<file path="config.mk">
export PLATFORM = sky130hd
export DESIGN_NAME = autoranging_light_level_bar
export DESIGN_NICKNAME = d
export VERILOG_FILES = /design/src/design/alb_pkg.sv /design/src/design/alb_calib.sv /design/src/design/alb_div.sv /design/src/design/autoranging_light_level_bar.sv
export VERILOG_INCLUDE_DIRS = /design/src /design/src/design
export SDC_FILE = /design/constraint.sdc
export NUM_CORES = 1
export LEC_CHECK = 0
export BUFFER_PORTS_ARGS = -buffer_cell sky130_fd_sc_hd__buf_2
export CAP_MARGIN = 20
export CORE_AREA = 2 2 138 140
export DETAILED_ROUTE_END_ITERATION = 6
export DIE_AREA = 0 0 140 142
export GPL_TIMING_DRIVEN = 0
export PLACE_DENSITY = 0.73
export SYNTH_ARGS = -nofsm -noshare
export SYNTH_HDL_FRONTEND = slang
export SYNTH_SLANG_ARGS = --single-unit
</file>
<file path="constraint.sdc">
create_clock -name clock -period 7.52 [get_ports clock]
set_input_delay 0.376 -clock clock [delete_from_list [all_inputs] [get_ports clock]]
set_output_delay 0.376 -clock clock [all_outputs]
set_load 0.01 [all_outputs]
</file>
<file path="src/design/autoranging_light_level_bar_assert.svh">
// Assertion macros shared by the autoranging light level bar design.
`ifndef AUTORANGING_LIGHT_LEVEL_BAR_ASSERT_SVH
`define AUTORANGING_LIGHT_LEVEL_BAR_ASSERT_SVH

// The consequent must hold in the same cycle as the antecedent.
`define ALB_ASSERT_NOW(label, clk, rst, ante, cons) \
   label: assert property (@(posedge clk) disable iff (rst) (ante) |-> (cons)) \
      else $error("assertion failed");

// The consequent must hold in the cycle after the antecedent.
`define ALB_ASSERT_NEXT(label, clk, rst, ante, cons) \
   label: assert property (@(posedge clk) disable iff (rst) (ante) |=> (cons)) \
      else $error("assertion failed");

`endif

</file>
<file path="src/design/alb_pkg.sv">
package alb_pkg;

   localparam int unsigned LEVELS      = 5;
   localparam int unsigned SAMPLE_BITS = 12;

   localparam int unsigned SAMPLE_W = SAMPLE_BITS;
   localparam int unsigned LEVEL_W  = 3;
   localparam int unsigned BAR_W    = 5;
   localparam int unsigned COUNT_W  = 16;
   localparam int unsigned RANGE_W  = 12;
   localparam int unsigned CSR_W    = 32;
   localparam int unsigned ADDR_W   = 3;
   // Scaled numerator (sample - min) * LEVELS.
   localparam int unsigned NUM_W    = SAMPLE_W + $clog2(LEVELS + 1);
   localparam int unsigned STEP_W   = $clog2(NUM_W);

   localparam logic [COUNT_W-1:0] CALIB_RESET = COUNT_W'(2000);
   localparam logic [RANGE_W-1:0] RANGE_RESET = RANGE_W'(300);
   localparam logic [SAMPLE_W-1:0] FULL_SCALE = {SAMPLE_W{1'b1}};

   typedef enum logic {
      CSR_CALIB_SAMPLES = 1'b0,
      CSR_MIN_RANGE     = 1'b1
   } csr_index_type;

   typedef struct packed {
      logic                learning;
      logic [SAMPLE_W-1:0] low;
      logic [SAMPLE_W-1:0] high;
   } marks_type;

   function automatic logic [BAR_W-1:0] thermometer(input logic [LEVEL_W-1:0] lvl);
      logic [BAR_W-1:0] code;
      code = '0;
      for (int i = 0; i < BAR_W; i++) begin
         code[i] = (LEVEL_W'(i) < lvl);
      end
      return code;
   endfunction

endpackage

</file>
<file path="src/design/alb_calib.sv">
module alb_calib (
   input  logic                             clock,
   input  logic                             reset,
   input  logic                             take,
   input  logic [alb_pkg::SAMPLE_W-1:0]     sample,
   input  logic [alb_pkg::COUNT_W-1:0]      calib_samples,
   output alb_pkg::marks_type               marks
);

   logic [alb_pkg::SAMPLE_W-1:0] low_ff, low_in;
   logic [alb_pkg::SAMPLE_W-1:0] high_ff, high_in;
   logic [alb_pkg::COUNT_W-1:0]  count_ff, count_in;
   logic                         learning_ff, learning_in;
   logic                         learn_now;

   // The count stops at calib_samples, so the increment never wraps.
   assign learn_now = count_ff < calib_samples;

   always_comb begin
      low_in      = low_ff;
      high_in     = high_ff;
      count_in    = count_ff;
      learning_in = learning_ff;
      if (take) begin
         learning_in = learn_now;
         if (learn_now) begin
            if (sample < low_ff) begin
               low_in = sample;
            end
            if (sample > high_ff) begin
               high_in = sample;
            end
            count_in = count_ff + alb_pkg::COUNT_W'(1);
         end
      end
   end

   always_ff @(posedge clock) begin
      if (reset) begin
         low_ff      <= alb_pkg::FULL_SCALE;
         high_ff     <= '0;
         count_ff    <= '0;
         learning_ff <= 1'b0;
      end else begin
         low_ff      <= low_in;
         high_ff     <= high_in;
         count_ff    <= count_in;
         learning_ff <= learning_in;
      end
   end

   assign marks.learning = learning_ff;
   assign marks.low      = low_ff;
   assign marks.high     = high_ff;

endmodule

</file>
<file path="src/design/alb_div.sv">
module alb_div (
   input  logic                          clock,
   input  logic                          reset,
   input  logic                          start,
   input  logic [alb_pkg::NUM_W-1:0]     numer,
   input  logic [alb_pkg::SAMPLE_W-1:0]  divisor,
   output logic                          busy,
   output logic [alb_pkg::NUM_W-1:0]     quot
);

   logic                          busy_ff, busy_in;
   logic [alb_pkg::STEP_W-1:0]    step_ff, step_in;
   logic [alb_pkg::NUM_W-1:0]     quo_ff, quo_in;
   logic [alb_pkg::SAMPLE_W-1:0]  rem_ff, rem_in;
   logic [alb_pkg::SAMPLE_W-1:0]  div_ff, div_in;
   logic [alb_pkg::SAMPLE_W:0]    trial;
   logic [alb_pkg::SAMPLE_W+1:0]  diff;
   logic                          fits;

   // Restoring division: one numerator bit enters the remainder per cycle,
   // and the quotient bit takes its place at the bottom of the same register.
   assign trial = {rem_ff, quo_ff[alb_pkg::NUM_W-1]};
   assign diff  = {1'b0, trial} - {2'b00, div_ff};
   assign fits  = ~diff[alb_pkg::SAMPLE_W+1];

   always_comb begin
      busy_in = busy_ff;
      step_in = step_ff;
      quo_in  = quo_ff;
      rem_in  = rem_ff;
      div_in  = div_ff;
      if (start) begin
         busy_in = 1'b1;
         step_in = alb_pkg::STEP_W'(alb_pkg::NUM_W - 1);
         quo_in  = numer;
         rem_in  = '0;
         div_in  = divisor;
      end else if (busy_ff) begin
         quo_in  = {quo_ff[alb_pkg::NUM_W-2:0], fits};
         rem_in  = fits ? diff[alb_pkg::SAMPLE_W-1:0] : trial[alb_pkg::SAMPLE_W-1:0];
         step_in = step_ff - alb_pkg::STEP_W'(1);
         if (step_ff == '0) begin
            busy_in = 1'b0;
         end
      end
   end

   always_ff @(posedge clock) begin
      if (reset) begin
         busy_ff <= 1'b0;
      end else begin
         busy_ff <= busy_in;
      end
      step_ff <= step_in;
      quo_ff  <= quo_in;
      rem_ff  <= rem_in;
      div_ff  <= div_in;
   end

   assign busy = busy_ff;
   assign quot = quo_ff;

endmodule

</file>
<file path="src/design/autoranging_light_level_bar.sv">
// Autoranging light level bar graph.
// Input channel req_ (req_valid, req_ready, req_sample) takes one 12-bit
// light sensor reading per item. Result channel rsp_ gives one item per
// reading: the level from 0 to 5, a thermometer bar code, the calibrating
// flag and the learned minimum and maximum after that reading.
// The csr_ port is an APB-style port: calib_samples at address 0 and
// min_range at address 4; writes land when psel, penable and pwrite are high.
// The reading is registered and the span and the scaled numerator are formed
// from it; the bit-serial divider then retires one quotient bit per cycle over
// a 15-bit numerator and hands its result over to the output register.
// No new reading is taken until the previous result has left the divider,
// which holds one item at a time.
// Reset clears the learned minimum to full scale, the maximum and the sample
// count to zero and restores both registers to their reset values.
// If the receiver stalls, the finished item waits in the output register and
// the block still takes the next reading; that reading's result then waits
// in the divider until the output register is free.
`include "autoranging_light_level_bar_assert.svh"

module autoranging_light_level_bar (
   input  logic                                clock,
   input  logic                                reset,
   input  logic                                req_valid,
   output logic                                req_ready,
   input  logic [alb_pkg::SAMPLE_W-1:0]        req_sample,
   output logic                                rsp_valid,
   input  logic                                rsp_ready,
   output logic [alb_pkg::LEVEL_W-1:0]         rsp_level,
   output logic [alb_pkg::BAR_W-1:0]           rsp_bar,
   output logic                                rsp_calibrating,
   output logic [alb_pkg::SAMPLE_W-1:0]        rsp_learned_min,
   output logic [alb_pkg::SAMPLE_W-1:0]        rsp_learned_max,
   input  logic                                psel,
   input  logic                                penable,
   input  logic                                pwrite,
   input  logic [alb_pkg::ADDR_W-1:0]          paddr,
   input  logic [alb_pkg::CSR_W-1:0]           pwdata,
   output logic [alb_pkg::CSR_W-1:0]           prdata,
   output logic                                pready
);

   typedef enum logic [1:0] {
      ST_IDLE,
      ST_LOAD,
      ST_DIV
   } state_type;

   state_type                       state_ff, state_in;

   // Configuration registers.
   logic [alb_pkg::COUNT_W-1:0]     calib_ff, calib_in;
   logic [alb_pkg::RANGE_W-1:0]     range_ff, range_in;
   alb_pkg::csr_index_type          csr_index;
   logic                            csr_write;

   // Held reading and the datapath towards the divider.
   logic [alb_pkg::SAMPLE_W-1:0]    sample_ff, sample_in;
   logic                            take;
   alb_pkg::marks_type              marks;
   logic [alb_pkg::SAMPLE_W-1:0]    spread;
   logic [alb_pkg::SAMPLE_W-1:0]    bound;
   logic [alb_pkg::SAMPLE_W-1:0]    span;
   logic [alb_pkg::SAMPLE_W-1:0]    above;
   logic [alb_pkg::NUM_W-1:0]       numer;
   logic                            div_start;
   logic                            div_busy;
   logic [alb_pkg::NUM_W-1:0]       quot;
   logic [alb_pkg::LEVEL_W-1:0]     level;

   // Output register.
   logic                            out_valid_ff, out_valid_in;
   logic [alb_pkg::LEVEL_W-1:0]     out_level_ff, out_level_in;
   logic [alb_pkg::BAR_W-1:0]       out_bar_ff, out_bar_in;
   logic                            out_calib_ff, out_calib_in;
   logic [alb_pkg::SAMPLE_W-1:0]    out_min_ff, out_min_in;
   logic [alb_pkg::SAMPLE_W-1:0]    out_max_ff, out_max_in;
   logic                            out_free;
   logic                            finish;

   // Register file: the word address picks the register, byte offsets are ignored.
   assign pready    = 1'b1;
   assign csr_index = alb_pkg::csr_index_type'(paddr[2]);
   assign csr_write = psel && penable && pwrite;

   always_comb begin
      calib_in = calib_ff;
      range_in = range_ff;
      if (csr_write) begin
         unique case (csr_index)
            alb_pkg::CSR_CALIB_SAMPLES: calib_in = pwdata[alb_pkg::COUNT_W-1:0];
            alb_pkg::CSR_MIN_RANGE:     range_in = pwdata[alb_pkg::RANGE_W-1:0];
            default:                    calib_in = calib_ff;
         endcase
      end
   end

   always_comb begin
      unique case (csr_index)
         alb_pkg::CSR_CALIB_SAMPLES:
            prdata = alb_pkg::CSR_W'(calib_ff);
         alb_pkg::CSR_MIN_RANGE:
            prdata = alb_pkg::CSR_W'(range_ff);
         default:
            prdata = '0;
      endcase
   end

   // A reading is taken only while the datapath is free; the output register
   // may still hold the previous result at that time.
   assign req_ready = (state_ff == ST_IDLE);
   assign take      = req_valid && req_ready;
   assign sample_in = take ? req_sample : sample_ff;

   alb_calib u_calib (
      .clock         (clock),
      .reset         (reset),
      .take          (take),
      .sample        (req_sample),
      .calib_samples (calib_ff),
      .marks         (marks)
   );

   // Span: maximum minus minimum, zero when no reading has been learned yet,
   // then raised to min_range, with a zero min_range counting as one.
   always_comb begin
      spread = (marks.high >= marks.low) ? (marks.high - marks.low) : '0;
      bound  = (range_ff == '0) ? alb_pkg::SAMPLE_W'(1) : range_ff;
      span   = (spread < bound) ? bound : spread;
      // A reading at or below the minimum gives a zero numerator, so level 0.
      above  = (sample_ff > marks.low) ? (sample_ff - marks.low) : '0;
      numer  = alb_pkg::NUM_W'(above) * alb_pkg::NUM_W'(alb_pkg::LEVELS);
   end

   assign div_start = (state_ff == ST_LOAD);

   alb_div u_div (
      .clock   (clock),
      .reset   (reset),
      .start   (div_start),
      .numer   (numer),
      .divisor (span),
      .busy    (div_busy),
      .quot    (quot)
   );

   // The quotient saturates at the top level.
   assign level = (quot > alb_pkg::NUM_W'(alb_pkg::LEVELS)) ?
                  alb_pkg::LEVEL_W'(alb_pkg::LEVELS) : quot[alb_pkg::LEVEL_W-1:0];

   assign out_free = !out_valid_ff || rsp_ready;
   assign finish   = (state_ff == ST_DIV) && !div_busy && out_free;

   always_comb begin
      state_in     = state_ff;
      out_valid_in = out_valid_ff && !rsp_ready;
      out_level_in = out_level_ff;
      out_bar_in   = out_bar_ff;
      out_calib_in = out_calib_ff;
      out_min_in   = out_min_ff;
      out_max_in   = out_max_ff;
      unique case (state_ff)
         ST_IDLE: begin
            if (take) begin
               state_in = ST_LOAD;
            end
         end
         ST_LOAD: begin
            state_in = ST_DIV;
         end
         ST_DIV: begin
            if (finish) begin
               state_in = ST_IDLE;
            end
         end
         default: begin
            state_in = ST_IDLE;
         end
      endcase
      if (finish) begin
         out_valid_in = 1'b1;
         out_level_in = level;
         out_bar_in   = alb_pkg::thermometer(level);
         out_calib_in = marks.learning;
         out_min_in   = marks.low;
         out_max_in   = marks.high;
      end
   end

   always_ff @(posedge clock) begin
      if (reset) begin
         state_ff     <= ST_IDLE;
         out_valid_ff <= 1'b0;
         calib_ff     <= alb_pkg::CALIB_RESET;
         range_ff     <= alb_pkg::RANGE_RESET;
      end else begin
         state_ff     <= state_in;
         out_valid_ff <= out_valid_in;
         calib_ff     <= calib_in;
         range_ff     <= range_in;
      end
      sample_ff    <= sample_in;
      out_level_ff <= out_level_in;
      out_bar_ff   <= out_bar_in;
      out_calib_ff <= out_calib_in;
      out_min_ff   <= out_min_in;
      out_max_ff   <= out_max_in;
   end

   assign rsp_valid       = out_valid_ff;
   assign rsp_level       = out_level_ff;
   assign rsp_bar         = out_bar_ff;
   assign rsp_calibrating = out_calib_ff;
   assign rsp_learned_min = out_min_ff;
   assign rsp_learned_max = out_max_ff;

   // Once a reading is taken, no other is taken until its result is out.
   `ALB_ASSERT_NEXT(a_one_in_flight, clock, reset, take, !req_ready)
   // Loading the divider always starts it.
   `ALB_ASSERT_NEXT(a_div_starts, clock, reset, state_ff == ST_LOAD, div_busy)
   // The bar always matches the level it is shown with.
   `ALB_ASSERT_NOW(a_bar_matches, clock, reset, rsp_valid,
      rsp_bar == alb_pkg::thermometer(rsp_level))
   // A reading that took part in learning leaves the minimum at or below the maximum.
   `ALB_ASSERT_NOW(a_marks_ordered, clock, reset, rsp_valid && rsp_calibrating,
      rsp_learned_min <= rsp_learned_max)

endmodule
</file>
-- Word-level counts from Yosys, hierarchy flattened
Index checks and enable logic that the tools add are counted.
- register bits: 161
- bits in latches: 0
- bits in writable memories: 0
- bits in read-only memories: 0
- output and inout port bits: 68
- word-level logic and storage cells: 79
- memories kept: 0
- add/sub/neg operators: 5
- multiply operators: 1
- div/mod/pow operators: 0
- magnitude comparators: 12
- eq/ne operators: 4
- shifts and indexed selects: 0
- muxes and demuxes: 16
- bitwise operators: 2
- reduce and logical (&&, ||, !) cells: 20
- operators by type and width (kind ; number):
    $pmux 32 s2 ; 1
    $mux 12 ; 5
    $mux 15 ; 2
    $gt 12x12->1 ; 2
    $lt 12x12->1 ; 2
    $sub 12x12->12 ; 2
    $add 16x1->16 const B ; 1
    $lt 16x16->1 ; 1
    $gt 15x3->1 const B ; 1
    $mul 12x3->15 const B ; 1
    $sub 13x12->14 ; 1
    $ge 12x12->1 ; 1
    $logic_not 12->1 ; 1
    $reduce_and 2->1 ; 4
    $logic_and 1x1->1 ; 6
    $lt 1x3->1 const A ; 2
    $lt 2x3->1 const A ; 2
    $pmux 2 s3 ; 1
    $reduce_and 3->1 ; 2
    $logic_not 4->1 ; 1
    $mux 1 ; 4
    $mux 2 ; 2
    $sub 4x1->4 const B ; 1
    $logic_not 1->1 ; 3
    other kinds (10) ; 11

-- Longest topological paths before layout
Gate-level depths: netlist (run 1).
- word-level depth: 5
- depth in mapped cells: 21
- gate-level depth less buffers: 20

-- By module
Synthesis (run 1) repeated with hierarchy kept, for this count alone.
- cells, all modules: 1109
- area, all modules: 10348.7 sq um
- modules (own cells, without submodules) (module ; instances ; cells each ; area an instance (sq um) ; seq. area each (sq um)):
    autoranging_light_level_bar ; 1 ; 565 ; 5282.6 ; 1941.9
    alb_calib ; 1 ; 321 ; 2680.1 ; 820.8
    alb_div ; 1 ; 223 ; 2386.0 ; 1151.1

-- Least setup slack after synthesis (run 1)
OpenSTA, ideal clock, no wires.
- kind: flip-flop to flip-flop
- start point: register u_calib.low_ff[0] (netlist name)
- end point: register u_div.div_ff[4] (netlist name) (data pin)
- library setup time: 260 ps
- data arrival time: 3787 ps
- required time: 7260 ps
- setup slack: 3473 ps
- stages on the path, launching flop included: 18
- path buffers: 2
- clock period less this slack: 4047 ps
- cell sequence: dfxtp_1 > ha_1 > inv_1 > fa_1 > a21o_1 > a21oi_1 > a21oi_1 > o221ai_1 > clkbuf_1 > nor2_1 > ha_1 > a211oi_1 > nor2_1 > o31ai_1 > o211ai_1 > a21oi_1 > buf_2 > mux2_2
- cells in the longest elaborated chain, start to end: 4
- elaborated cells between the ends (all ways): 5
- classes of those cells: add/sub: 1; order compare: 2; mux: 2
- ends and longest elaborated chain (what ; RTL line ; source):
    from (decl) ; alb_calib.sv:10 ; logic [alb_pkg::SAMPLE_W-1:0] low_ff, low_in;
    from (signal assigned) ; alb_calib.sv:40 ; low_ff <= alb_pkg::FULL_SCALE;
    from (signal assigned) ; alb_calib.sv:45 ; low_ff <= low_in;
    $sub 12x12->12 / $ge 12x12->1 (equally long branches) ; autoranging_light_level_bar.sv:126 ; spread = (marks.high >= marks.low) ? (marks.high - marks.low) : '0;
    $mux 12 (*) ; autoranging_light_level_bar.sv:126 ;
    $lt 12x12->1 ; autoranging_light_level_bar.sv:128 ; span = (spread < bound) ? bound : spread;
    $mux 12 (*) ; autoranging_light_level_bar.sv:128 ;
    net span (one bit) ; autoranging_light_level_bar.sv:62 ; logic [alb_pkg::SAMPLE_W-1:0] span;
    to (signal assigned) ; alb_div.sv:57 ; div_ff <= div_in;
    to (decl) ; alb_div.sv:15 ; logic [alb_pkg::SAMPLE_W-1:0] div_ff, div_in;
Mark *: on every way through the listed nets, which the timed path passes. The rest lies on a longest branch.
A chain may end at the register's enable or synchronous reset.

-- Worst setup path after layout (run 1)
- start point: register u_calib.high_ff[0] (netlist name)
- end point: register u_div.div_ff[4] (netlist name) (data pin)
- cells in the longest elaborated chain, start to end: 4
- elaborated cells between the ends (all ways): 5
- classes of those cells: add/sub: 1; order compare: 2; mux: 2
- ends and longest elaborated chain (what ; RTL line ; source):
    from (decl) ; alb_calib.sv:11 ; logic [alb_pkg::SAMPLE_W-1:0] high_ff, high_in;
    from (signal assigned) ; alb_calib.sv:46 ; high_ff <= high_in;
    $sub 12x12->12 / $ge 12x12->1 (equally long branches) ; autoranging_light_level_bar.sv:126 ;
    $mux 12 (*) ; autoranging_light_level_bar.sv:126 ;
    $lt 12x12->1 ; autoranging_light_level_bar.sv:128 ;
    $mux 12 (*) ; autoranging_light_level_bar.sv:128 ;
    net span (one bit) ; autoranging_light_level_bar.sv:62 ;
Marks and branches as above.

==> results of run 1 <==
routing by layer:
metal	vias up	global-route usage (%)
met1	3820	31.68
met4	0	7.018
li1	4097	-
met3	42	4.139
met5	-	0
met2	210	40.76
metrics by stage:
step	worst slack, ps	hold WS (ps)	cells	util [%]	instance area, sq um
2_1_floorplan	3473	408.1	1111	-	9997
3_3_place_gp	2707	433.1	1430	58.06	10720
3_5_place_dp	2765	416.8	1431	58.21	10740
4_1_cts	2726	151.8	1463	61.38	11330
5_1_grt	2368	158.3	1463	61.38	11330
6_report	2713	160.1	1463	61.38	11330
flip-flops by register name, indices dropped and copies added, names as in the netlist, 2 cells and up:
| signal | flops |
|---|---|
| calib_ff | 16 |
| range_ff | 12 |
| rsp_bar | 5 |
| rsp_learned_max | 12 |
| rsp_learned_min | 12 |
| rsp_level | 2 |
| sample_ff | 12 |
| state_ff | 2 |
| u_calib.count_ff | 16 |
| u_calib.high_ff | 12 |
| u_calib.low_ff | 12 |
| u_div.div_ff | 12 |
| u_div.quot | 15 |
| u_div.rem_ff | 12 |
| u_div.step_ff | 4 |
cell families after synthesis:
family	after synthesis	share of synthesized area [%]
mux	39	4.015
flops	160	39.37
simple gates	343	16.30
fa+ha+maj	107	13.77
other cells	2	0.07555
xor+xnor	41	3.612
buf+inv	144	6.268
compound gates	260	16.59
critical path: cells and delay by family, from the launching register on:
family          cells  cell delay, ps
mux                 1             380
fa+ha+maj           3             900
simple gates        2             210
compound gates      8            1870
buf+inv             4             850
flops               1             340
cell type report:
class	instances	area (sq um)	area share, %
Timing Repair Buffer	86	445.4	3.932
Multi-Input combinational cell	807	5468	48.27
Clock buffer	19	432.9	3.822
Sequential cell	160	3914	34.55
Buffer	56	292.8	2.584
Clock inverter	13	152.6	1.347
Inverter	88	330.3	2.916
Tap cell	234	292.8	2.584
synth_stat cells, types with 19 or more instances:
cell      instances
a21o_1           20
a21oi_1          86
buf_4            19
clkbuf_1         33
dfxtp_1          89
edfxtp_1         71
ha_1            103
inv_1            88
mux2i_1          32
nand2_1         104
nand2b_1         36
nor2_1          108
o21ai_0          62
xnor2_1          22
xor2_1           19
power groups by stage:
stage | clock network, uW | registers, uW | logic (uW)
2_1_floorplan | 0 | 1050 | 490
3_3_place_gp | 0 | 1070 | 616
3_5_place_dp | 0 | 1070 | 633
4_1_cts | 880 | 1050 | 638
5_1_grt | 919 | 1060 | 717
6_report | 871 | 1050 | 640
worst max path at each step:
stage	endpoint	startpoint	slack, ps
after detailed placement	u_div.div_ff[4]$_DFFE_PP_	u_calib.low_ff[0]$_SDFFE_PP1P_	2760
after global routing	u_div.div_ff[8]$_DFFE_PP_	u_calib.high_ff[0]$_SDFFE_PP0P_	2370
after global placement	u_div.div_ff[8]$_DFFE_PP_	u_calib.low_ff[0]$_SDFFE_PP1P_	2710
after floorplan	u_div.div_ff[4]$_DFFE_PP_	u_calib.low_ff[0]$_SDFFE_PP1P_	3470
after CTS	u_div.div_ff[4]$_DFFE_PP_	u_calib.high_ff[0]$_SDFFE_PP0P_	2730
final	u_div.div_ff[4]$_DFFE_PP_	u_calib.high_ff[0]$_SDFFE_PP0P_	2710
==> reports/results.tsv, run 1 <==
stage	metric	value	unit
power	Peak VDD IR	170.5	uV
clocking	Post-CTS Setup Bufs	0	
timing	Least-Margin Pin Slew	858.4	ps
worst_setup_path	Most common cell on crit path	a21oi_1	
timing	min Tclk post-route	4807	ps
routing	Initial DRC Count	575	
yosys	#FFs+latches synth	160	
power	sequential power share	41.1	%
worst_setup_path	Worst Path Max Fanout	10	
power	P_int	1762	uW
worst_setup_path	r2r startpoint	u_calib.high_ff[0]$_SDFFE_PP0P_	
clocking	clock sinks	160	
global_route	number of global-route vias before repair	7694	
power	Comb pwr share	25.0	%
run_status	status	finished, violations left	
routing	top routing layer in use	met4	
floorplan	starting utilization of the core area	53.86	%
yosys	area leader, netlist	edfxtp_1	
timing	# setup viols final	0	
clocking	Root Buffer	clkbuf_16	
timing	FMAX	208.0	MHz
worst_setup_path	arrival time worst endpoint	4990	ps
hold_path	HP Start	pwdata[6]	
clocking	clk_lat worst skew	440	ps
floorplan	core area	18460	sq um
final_layout	Layout area overhead	13.96	%
run	max cap viols	0	
routing	Initial DRT Pass Iterations	7	
floorplan	row count	50	
yosys	syn_area_per_cell	9.070	sq um
floorplan	Die Footprint	19880	sq um
yosys	Post-synth EDFFs	71	
yosys	share of the synthesized area in the top cell type	21.45	%
final_layout	Inserted Diodes	0	
routing	DR vias	8169	
yosys	Post-Synthesis Cells	1096	
routing	DRT antenna net count	0	
worst_setup_path	worst reg2reg path depth	18	
global_route	antenna violations before repair	0	
yosys	Most used DFF post-synth	dfxtp_1	
floorplan	die span in y	142	um
final_layout	fillers	1540	
power	Leak	0.004959	uW
routing	metal2 WL	11200	um
yosys	Syn. warnings	0	
timing	Hold Vio Cnt, Final	0	
yosys	ranking of synthesized cells by area	edfxtp_1 (21%), dfxtp_1 (18%), ha_1 (13%)	
place	Final Wtd Congestion	0.9042	
floorplan	Die Wd	140	um
final_layout	fraction of layout cells with a size suffix above 1	12.86	%
yosys	sequential element share of the synthesized area	39.37	%
timing	RSZ-0062 raised after global routing	false	
clocking	Post-CTS Hold Fix Bufs	0	
timing	Final Cycle Share	63.93	%
clocking	CTS tree	yes	
place	Post-DP HPWL	18030	um
final_layout	nets	1377	
clocking	H-tree Lvls	4	
worst_setup_path	r2r endpoint	u_div.div_ff[4]$_DFFE_PP_	
timing	Rel. slew slack	42.77	%
routing	routed wl met3	1064	um
power	NetSw	803.3	uW
worst_setup_path	worst-path cell chain	inv_1, ha_1, inv_1, fa_1, a21o_1, a21oi_1, a21oi_1, o221ai_1, clkbuf_1, nor2_1, ha_1, a211oi_1, nor2_1, o31ai_1, o211ai_1, a21oi_1, buf_2, mux2_2	
timing	Final TNS setup	0	ps
routing	post-DR vias/cell	5.584	
hold_path	HP Class	input port to flop	
final_layout	most frequent cells in the layout	nor2_1 (108), nand2_1 (104), ha_1 (103)	
worst_setup_path	CP Launch Type	flop	
worst_setup_path	Worst setup EP type	flop	
clocking	PostCTS Resize Cnt	0	
worst_setup_path	worst stage delay on the critical path	390	ps
worst_setup_path	CP max stage cell	fa_1	
hold_path	WHS Path Cells	2	
worst_setup_path	kind of critical path	flop to flop	
routing	Avg WL per Cell	16.11	um
worst_setup_path	worst path required time	7700	ps
power	sw frac	31.31	%
routing	final wirelength	23570	um
final_layout	commonest non-fill, non-tap cell in the layout	nor2_1	
global_route	first-pass GRT wire length	38160	um
timing	Slew Viols, Final	0	
place	Port Buffers	85	
yosys	Synth cell types	59	
routing	Metal-1 WL	10870	um
yosys	Async SR Flop Fraction	0	%
global_route	grt ovf	0	
routing	DRC	9	
hold_path	worst hold endpoint	calib_ff[6]$_SDFFE_PP1P_	
clocking	total CTS buffers	17	
timing	skew final	10.45	ps
clocking	clk slew on worst S/H paths	70	ps
clocking	CTS max path bufs	2	
yosys	synthesized area	9941	sq um
power	PwrDens	226.4	nW/um^2
floorplan	I/O pins	122	
worst_setup_path	flop-to-flop setup slack	2710	ps
power	Clock power frac	33.9	%
run_status	failing checks	DRC	
global_route	Total GRT Usage	23.99	%
power	total power draw	2565	uW
global_route	largest net degree at the start of global routing	27	
Power figures use the tool's default switching activity.
==> inputs of run 2 (changes only) <==
Settings changed: CORE_AREA 2 2 138 140 to 2 2 140 142, DIE_AREA 0 0 140 142 to 0 0 142 144, PLACE_DENSITY 0.73 to 0.74.
Clock period 7.52 ns to 4.4 ns, I/O delays scaled along.
==> run 2 against run 1 <==
Net effect: the flow now finishes without violations; sequential share of layout area is 0.60 points lower; clock skew barely moved; cell area grew 1.8%; register-to-register slack got worse by 2600 ps; largest power group unchanged; hold slack lost 150 ps; flip-flop and latch count stayed put; die area up 2.9%; final cell count increased by 0.82%; non-clock buffer count increased by 8; count of clock-buffer cells in the layout grew 3; highest routed layer unchanged; core utilization is 0.91 points lower; power is 72% higher.
==> reports/results.tsv, run 2 (synthesis results as in run 1) <==
stage	metric	value	unit
run_status	status	completed	
routing	DR vias	8310	
timing	Least-Margin Pin Slew	905.5	ps
power	Peak VDD IR	288.5	uV
worst_setup_path	Worst setup EP type	flop	
routing	Avg WL per Cell	16.13	um
routing	Initial DRT Pass Iterations	5	
floorplan	I/O pins	122	
routing	DRT antenna net count	0	
clocking	CTS tree	yes	
clocking	total CTS buffers	17	
worst_setup_path	CP Launch Type	flop	
global_route	grt ovf	0	
power	Leak	0.005035	uW
final_layout	FF/Latch Area	3916	sq um
timing	Slew Viols, Final	0	
place	placed insts	1435	
timing	Final TNS setup	0	ps
final_layout	Inserted Diodes	0	
place	Post-DP HPWL	17970	um
floorplan	starting utilization of the core area	52.10	%
routing	post-DR vias/cell	5.634	
floorplan	Die Wd	142	um
worst_setup_path	worst path required time	4560	ps
timing	# setup viols final	0	
final_layout	most frequent cells in the layout	nor2_1 (108), nand2_1 (104), ha_1 (101)	
global_route	Total GRT Usage	23.51	%
timing	Final Cycle Share	97.11	%
global_route	antenna violations before repair	0	
timing	min Tclk post-route	4273	ps
floorplan	die span in y	144	um
place	pre-CTS WS	-421.0	ps
timing	Rel. slew slack	39.63	%
clocking	clk_lat worst skew	430	ps
worst_setup_path	kind of critical path	flop to flop	
run	max cap viols	0	
final_layout	fin cells	1475	
final_layout	fillers	1610	
floorplan	core area	19080	sq um
final_layout	Layout area overhead	16.06	%
timing	Hold Vio Cnt, Final	0	
power	total power draw	4411	uW
clocking	Root Buffer	clkbuf_16	
power	PwrDens	382.3	nW/um^2
clocking	CTS max path bufs	2	
timing	worst setup margin	127.0	ps
routing	DRC	0	
routing	Initial DRC Count	561	
timing	FMAX	234.0	MHz
final_layout	commonest non-fill, non-tap cell in the layout	nor2_1	
clocking	clk slew on worst S/H paths	70	ps
worst_setup_path	Worst Path Max Fanout	10	
global_route	number of global-route vias before repair	7763	
routing	final wirelength	23800	um
final_layout	fraction of layout cells with a size suffix above 1	15.20	%
final_layout	multi-input logic area	5580	sq um
hold_path	HP Class	input port to flop	
final_layout	nets	1385	
global_route	first-pass GRT wire length	37810	um
global_route	largest net degree at the start of global routing	33	
place	Final Wtd Congestion	0.9366	
worst_setup_path	arrival time worst endpoint	4440	ps
floorplan	row count	51	
clocking	H-tree Lvls	4	
timing	RSZ-0062 raised after global routing	true	
timing	skew final	10.87	ps
place	Port Buffers	85	
clocking	clock sinks	160	
floorplan	Die Footprint	20450	sq um
-- run 2: area by class of cell --
cell class / count / area share [%]
tap: 238 / 2.581
buffer: 56 / 2.657
inverter: 88 / 2.863
clock inverter: 10 / 0.7158
multi-input combinational: 807 / 48.37
sequential: 160 / 33.94
clock buffer: 22 / 4.490
timing repair buffer: 94 / 4.381
-- run 2: worst paths after layout --
check	start	to	slack (ps)	cells after the start
worst max register to register	u_calib.low_ff[5]$_SDFFE_PP1P_	u_div.quot[12]$_DFFE_PP_	130	18
worst min register to register	u_calib.learning_ff$_SDFFE_PP0P_	rsp_calibrating$_DFFE_PP_	430	0
worst min-delay path	pwdata[7]	calib_ff[7]$_SDFFE_PP1P_	10	2
worst max-delay path	u_calib.low_ff[5]$_SDFFE_PP1P_	u_div.quot[12]$_DFFE_PP_	130	18
-- run 2: stage by stage --
step,utilization (%),hold WS [ps],instance area (sq um)
after floorplan,-,318.9,9997
after global placement,56.19,413.0,10720
after detailed placement,56.33,414.0,10750
after CTS,59.66,2.582,11380
after global routing,60.47,15.27,11540
final,60.47,10.39,11540
-- run 2: report_power, final --
group,leakage [uW],internal (uW),switching [uW]
clock,0.000301,852,629
combinational,0.00337,479,649
sequential,0.00136,1700,104
-- run 2: routing by layer --
layer	vias to the layer above	share of wire [%]	global-route usage, %
li1	4104	-	-
met1	3950	44	29.75
met2	224	49	41.39
met3	32	4.6	3.709
met4	0	1.6	7.316
met5	-	0	0
-- run 2: critical path: stages (launching register included) --
cell	delay, ps
dfxtp_1	370
inv_1	110
ha_2	310
a211o_1	290
and3_1	160
o31ai_1	260
and3_1	250
a21o_1	150
buf_4	180
nor2_1	80
ha_1	300
ha_1	240
or3_4	420
nor2_1	110
o21ai_0	140
a211o_1	300
o21ai_0	100
xor2_1	160
o21ai_0	80
-- run 2: timing repair --
action / in CTS / in global routing
hold buffers: 0 / 0
setup buffers: 0 / 8
gates resized for setup: 11 / 21
setup endpoints to repair: 14 / 14
hold endpoints to repair: 0 / 0
pin swaps: 0 / 8
==> inputs of run 3 (changes only) <==
Settings changed: CTS_BUF_LIST set to sky130_fd_sc_hd__clkbuf_4 sky130_fd_sc_hd__clkbuf_8 sky130_fd_sc_hd__clkbuf_16, GPL_ROUTABILITY_DRIVEN set to 1.
Clock period 4.4 ns to 3.5 ns, I/O delays scaled along.
==> run 3 against run 2 <==
Net effect: the flow now finishes with violations (setup timing); power grew 31%; critical path depth up 3; combinational power increased by 44%; sequential power is 26% higher; global-route usage increased by 2.5 points; sequential share of layout area fell by 2.7 points; highest routed layer unchanged.
==> reports/results.tsv, run 3 (synthesis results as in run 1) <==
stage	metric	value	unit
worst_setup_path	r2r startpoint	sample_ff[0]$_DFFE_PP_	
final_layout	fraction of layout cells with a size suffix above 1	24.24	%
clocking	clock sinks	160	
final_layout	fillers	1497	
power	total power draw	5771	uW
worst_setup_path	Worst Path Max Fanout	4	
final_layout	nets	1439	
routing	post-DR vias/cell	5.724	
routing	Initial DRC Count	594	
worst_setup_path	Most common cell on crit path	fa_2	
timing	min Tclk post-route	3932	ps
place	Port Buffers	85	
routing	DRT antenna net count	0	
worst_setup_path	arrival time worst endpoint	4170	ps
hold_path	worst hold endpoint	sample_ff[10]$_DFFE_PP_	
power	Peak VDD IR	391.8	uV
worst_setup_path	flop-to-flop setup slack	-430	ps
worst_setup_path	CP Launch Type	flop	
hold_path	HP Class	input port to flop	
final_layout	fin cells	1529	
final_layout	Inserted Diodes	0	
worst_setup_path	Worst setup EP type	flop	
place	Final Wtd Congestion	0.8625	
global_route	grt ovf	0	
hold_path	WHS Path Cells	1	
floorplan	Die Wd	142	um
clocking	CTS tree	yes	
routing	DR vias	8752	
routing	final wirelength	26800	um
timing	worst setup margin	-432.5	ps
run	max cap viols	0	
routing	Avg WL per Cell	17.53	um
floorplan	I/O pins	122	
timing	Hold Vio Cnt, Final	0	
power	PwrDens	458.4	nW/um^2
power	Leak	0.005318	uW
worst_setup_path	r2r endpoint	u_div.quot[13]$_DFFE_PP_	
routing	Initial DRT Pass Iterations	5	
final_layout	FF/Latch Area	3930	sq um
worst_setup_path	worst-path cell chain	inv_1, ha_2, fa_2, nand2b_4, a21oi_2, nand2_1, and3_4, a21o_1, buf_4, clkbuf_8, nor2_4, ha_4, inv_2, fa_2, nor2b_2, o31a_1, nor2_1, o21ba_2, o21ai_2, a21oi_1, o31ai_1	
timing	Slew Viols, Final	0	
clocking	Root Buffer	clkbuf_16	
worst_setup_path	worst stage delay on the critical path	360	ps
place	placed insts	1435	
worst_setup_path	worst reg2reg path depth	21	
final_layout	commonest non-fill, non-tap cell in the layout	nand2_1	
clocking	CTS max path bufs	2	
clocking	clk_lat worst skew	440	ps
timing	FMAX	254.3	MHz
floorplan	starting utilization of the core area	52.10	%
final_layout	Layout area overhead	26.65	%
floorplan	row count	51	
floorplan	die span in y	144	um
timing	Rel. slew slack	39.01	%
global_route	Total GRT Usage	25.97	%
worst_setup_path	worst path required time	3740	ps
routing	DRC	0	
run_status	status	finished, violations left	
floorplan	core area	19080	sq um
floorplan	Die Footprint	20450	sq um
run_status	failing checks	setup timing	
worst_setup_path	Crit path buffers/inverters	4	
timing	skew final	12.34	ps
global_route	first-pass GRT wire length	41880	um
final_layout	most frequent cells in the layout	nand2_1 (104), nor2_1 (93), buf_2 (87)	
global_route	largest net degree at the start of global routing	27	
clocking	H-tree Lvls	4	
timing	RSZ-0062 raised after global routing	true	
worst_setup_path	kind of critical path	flop to flop	
global_route	antenna violations before repair	0	
worst_setup_path	CP max stage cell	fa_2	
timing	Final Cycle Share	112.4	%
timing	Least-Margin Pin Slew	914.8	ps
hold_path	HP Start	req_sample[10]	
clocking	clk slew on worst S/H paths	60	ps
global_route	number of global-route vias before repair	8343	
place	Post-DP HPWL	18570	um
final_layout	multi-input logic area	6146	sq um
clocking	total CTS buffers	17	
timing	# setup viols final	20	
timing	Hold WS	19.46	ps
worst_setup_path	Top delay family on crit path	compound AO/OA/AOI/OAI gates	
[run 3: cell count changes in the layout (fill, tap and decap cells not counted), moves of 6 or more]
cell | previous run | this run
dlygate4sd3_1 | 0 | 16
nor2_1 | 108 | 93
ha_1 | 101 | 81
buf_4 | 29 | 61
inv_2 | 0 | 8
nor2_2 | 0 | 6
a21oi_1 | 83 | 74
a21oi_2 | 2 | 10
o21ai_1 | 1 | 9
o21ai_0 | 60 | 50
ha_4 | 1 | 20
nor2_4 | 0 | 9
inv_1 | 88 | 79
[run 3: layout make-up]
type / instances / share of cell area [%]
Sequential cell: 160 / 31.22
Tap cell: 238 / 2.365
Buffer: 55 / 2.514
Clock inverter: 12 / 1.053
Timing Repair Buffer: 149 / 7.782
Inverter: 88 / 2.644
Clock buffer: 20 / 3.608
Multi-Input combinational cell: 807 / 48.82
[run 3: through the flow]
stage	setup slack [ps]	instance area, sq um	util (%)	TNS (ps)
6_report	-432.5	12590	65.98	-5759
5_1_grt	-601.9	12590	65.98	-8788
4_1_cts	-344.0	12420	65.12	-3884
3_5_place_dp	-761.0	10960	57.45	-8578
3_3_place_gp	-688.0	10930	57.30	-10010
2_1_floorplan	-182.4	10210	-	-585.7
[run 3: worst max path at each step]
stage / from / end / slack [ps] / depth (start not counted)
finish: sample_ff[0]$_DFFE_PP_ / u_div.quot[13]$_DFFE_PP_ / -430 / 21
global route: sample_ff[0]$_DFFE_PP_ / u_div.quot[13]$_DFFE_PP_ / -600 / 20
CTS: sample_ff[0]$_DFFE_PP_ / u_div.quot[12]$_DFFE_PP_ / -340 / 19
detailed placement: u_calib.low_ff[11]$_SDFFE_PP1P_ / u_div.quot[13]$_DFFE_PP_ / -760 / 20
global placement: u_calib.low_ff[11]$_SDFFE_PP1P_ / u_div.quot[13]$_DFFE_PP_ / -690 / 20
floorplan: sample_ff[0]$_DFFE_PP_ / u_div.quot[13]$_DFFE_PP_ / -180 / 21
[run 3: worst reg2reg max path, stage by stage (launching register included)]
cell      delay [ps]
edfxtp_1         330
inv_1             50
ha_2             190
fa_2             350
nand2b_4         160
a21oi_2          130
nand2_1           70
and3_4           180
a21o_1           190
buf_4            150
clkbuf_8         150
nor2_4           110
ha_4             150
inv_2             50
fa_2             360
nor2b_2          140
o31a_1           190
nor2_1            50
o21ba_2          230
o21ai_2          160
a21oi_1           60
o31ai_1          290
[run 3: where the power goes]
group / switching [uW] / internal [uW]
Combinational: 911 / 716
Sequential: 139 / 2140
Clock: 782 / 1090
[run 3: layer usage]
layer	GRT usage, %	part of all wire [%]
met5	0	0
met4	9.789	2.7
met3	3.974	5.1
met2	45.21	49
met1	32.69	43
[run 3: repair_timing]
action                     4_1_cts  5_1_grt
resized for setup               86       26
buffers inserted                39        7
setup endpoints to repair       22       21
hold endpoints to repair        24        0
hold buffers                    16        0
pin swaps                       46       18
cloned                           1        0
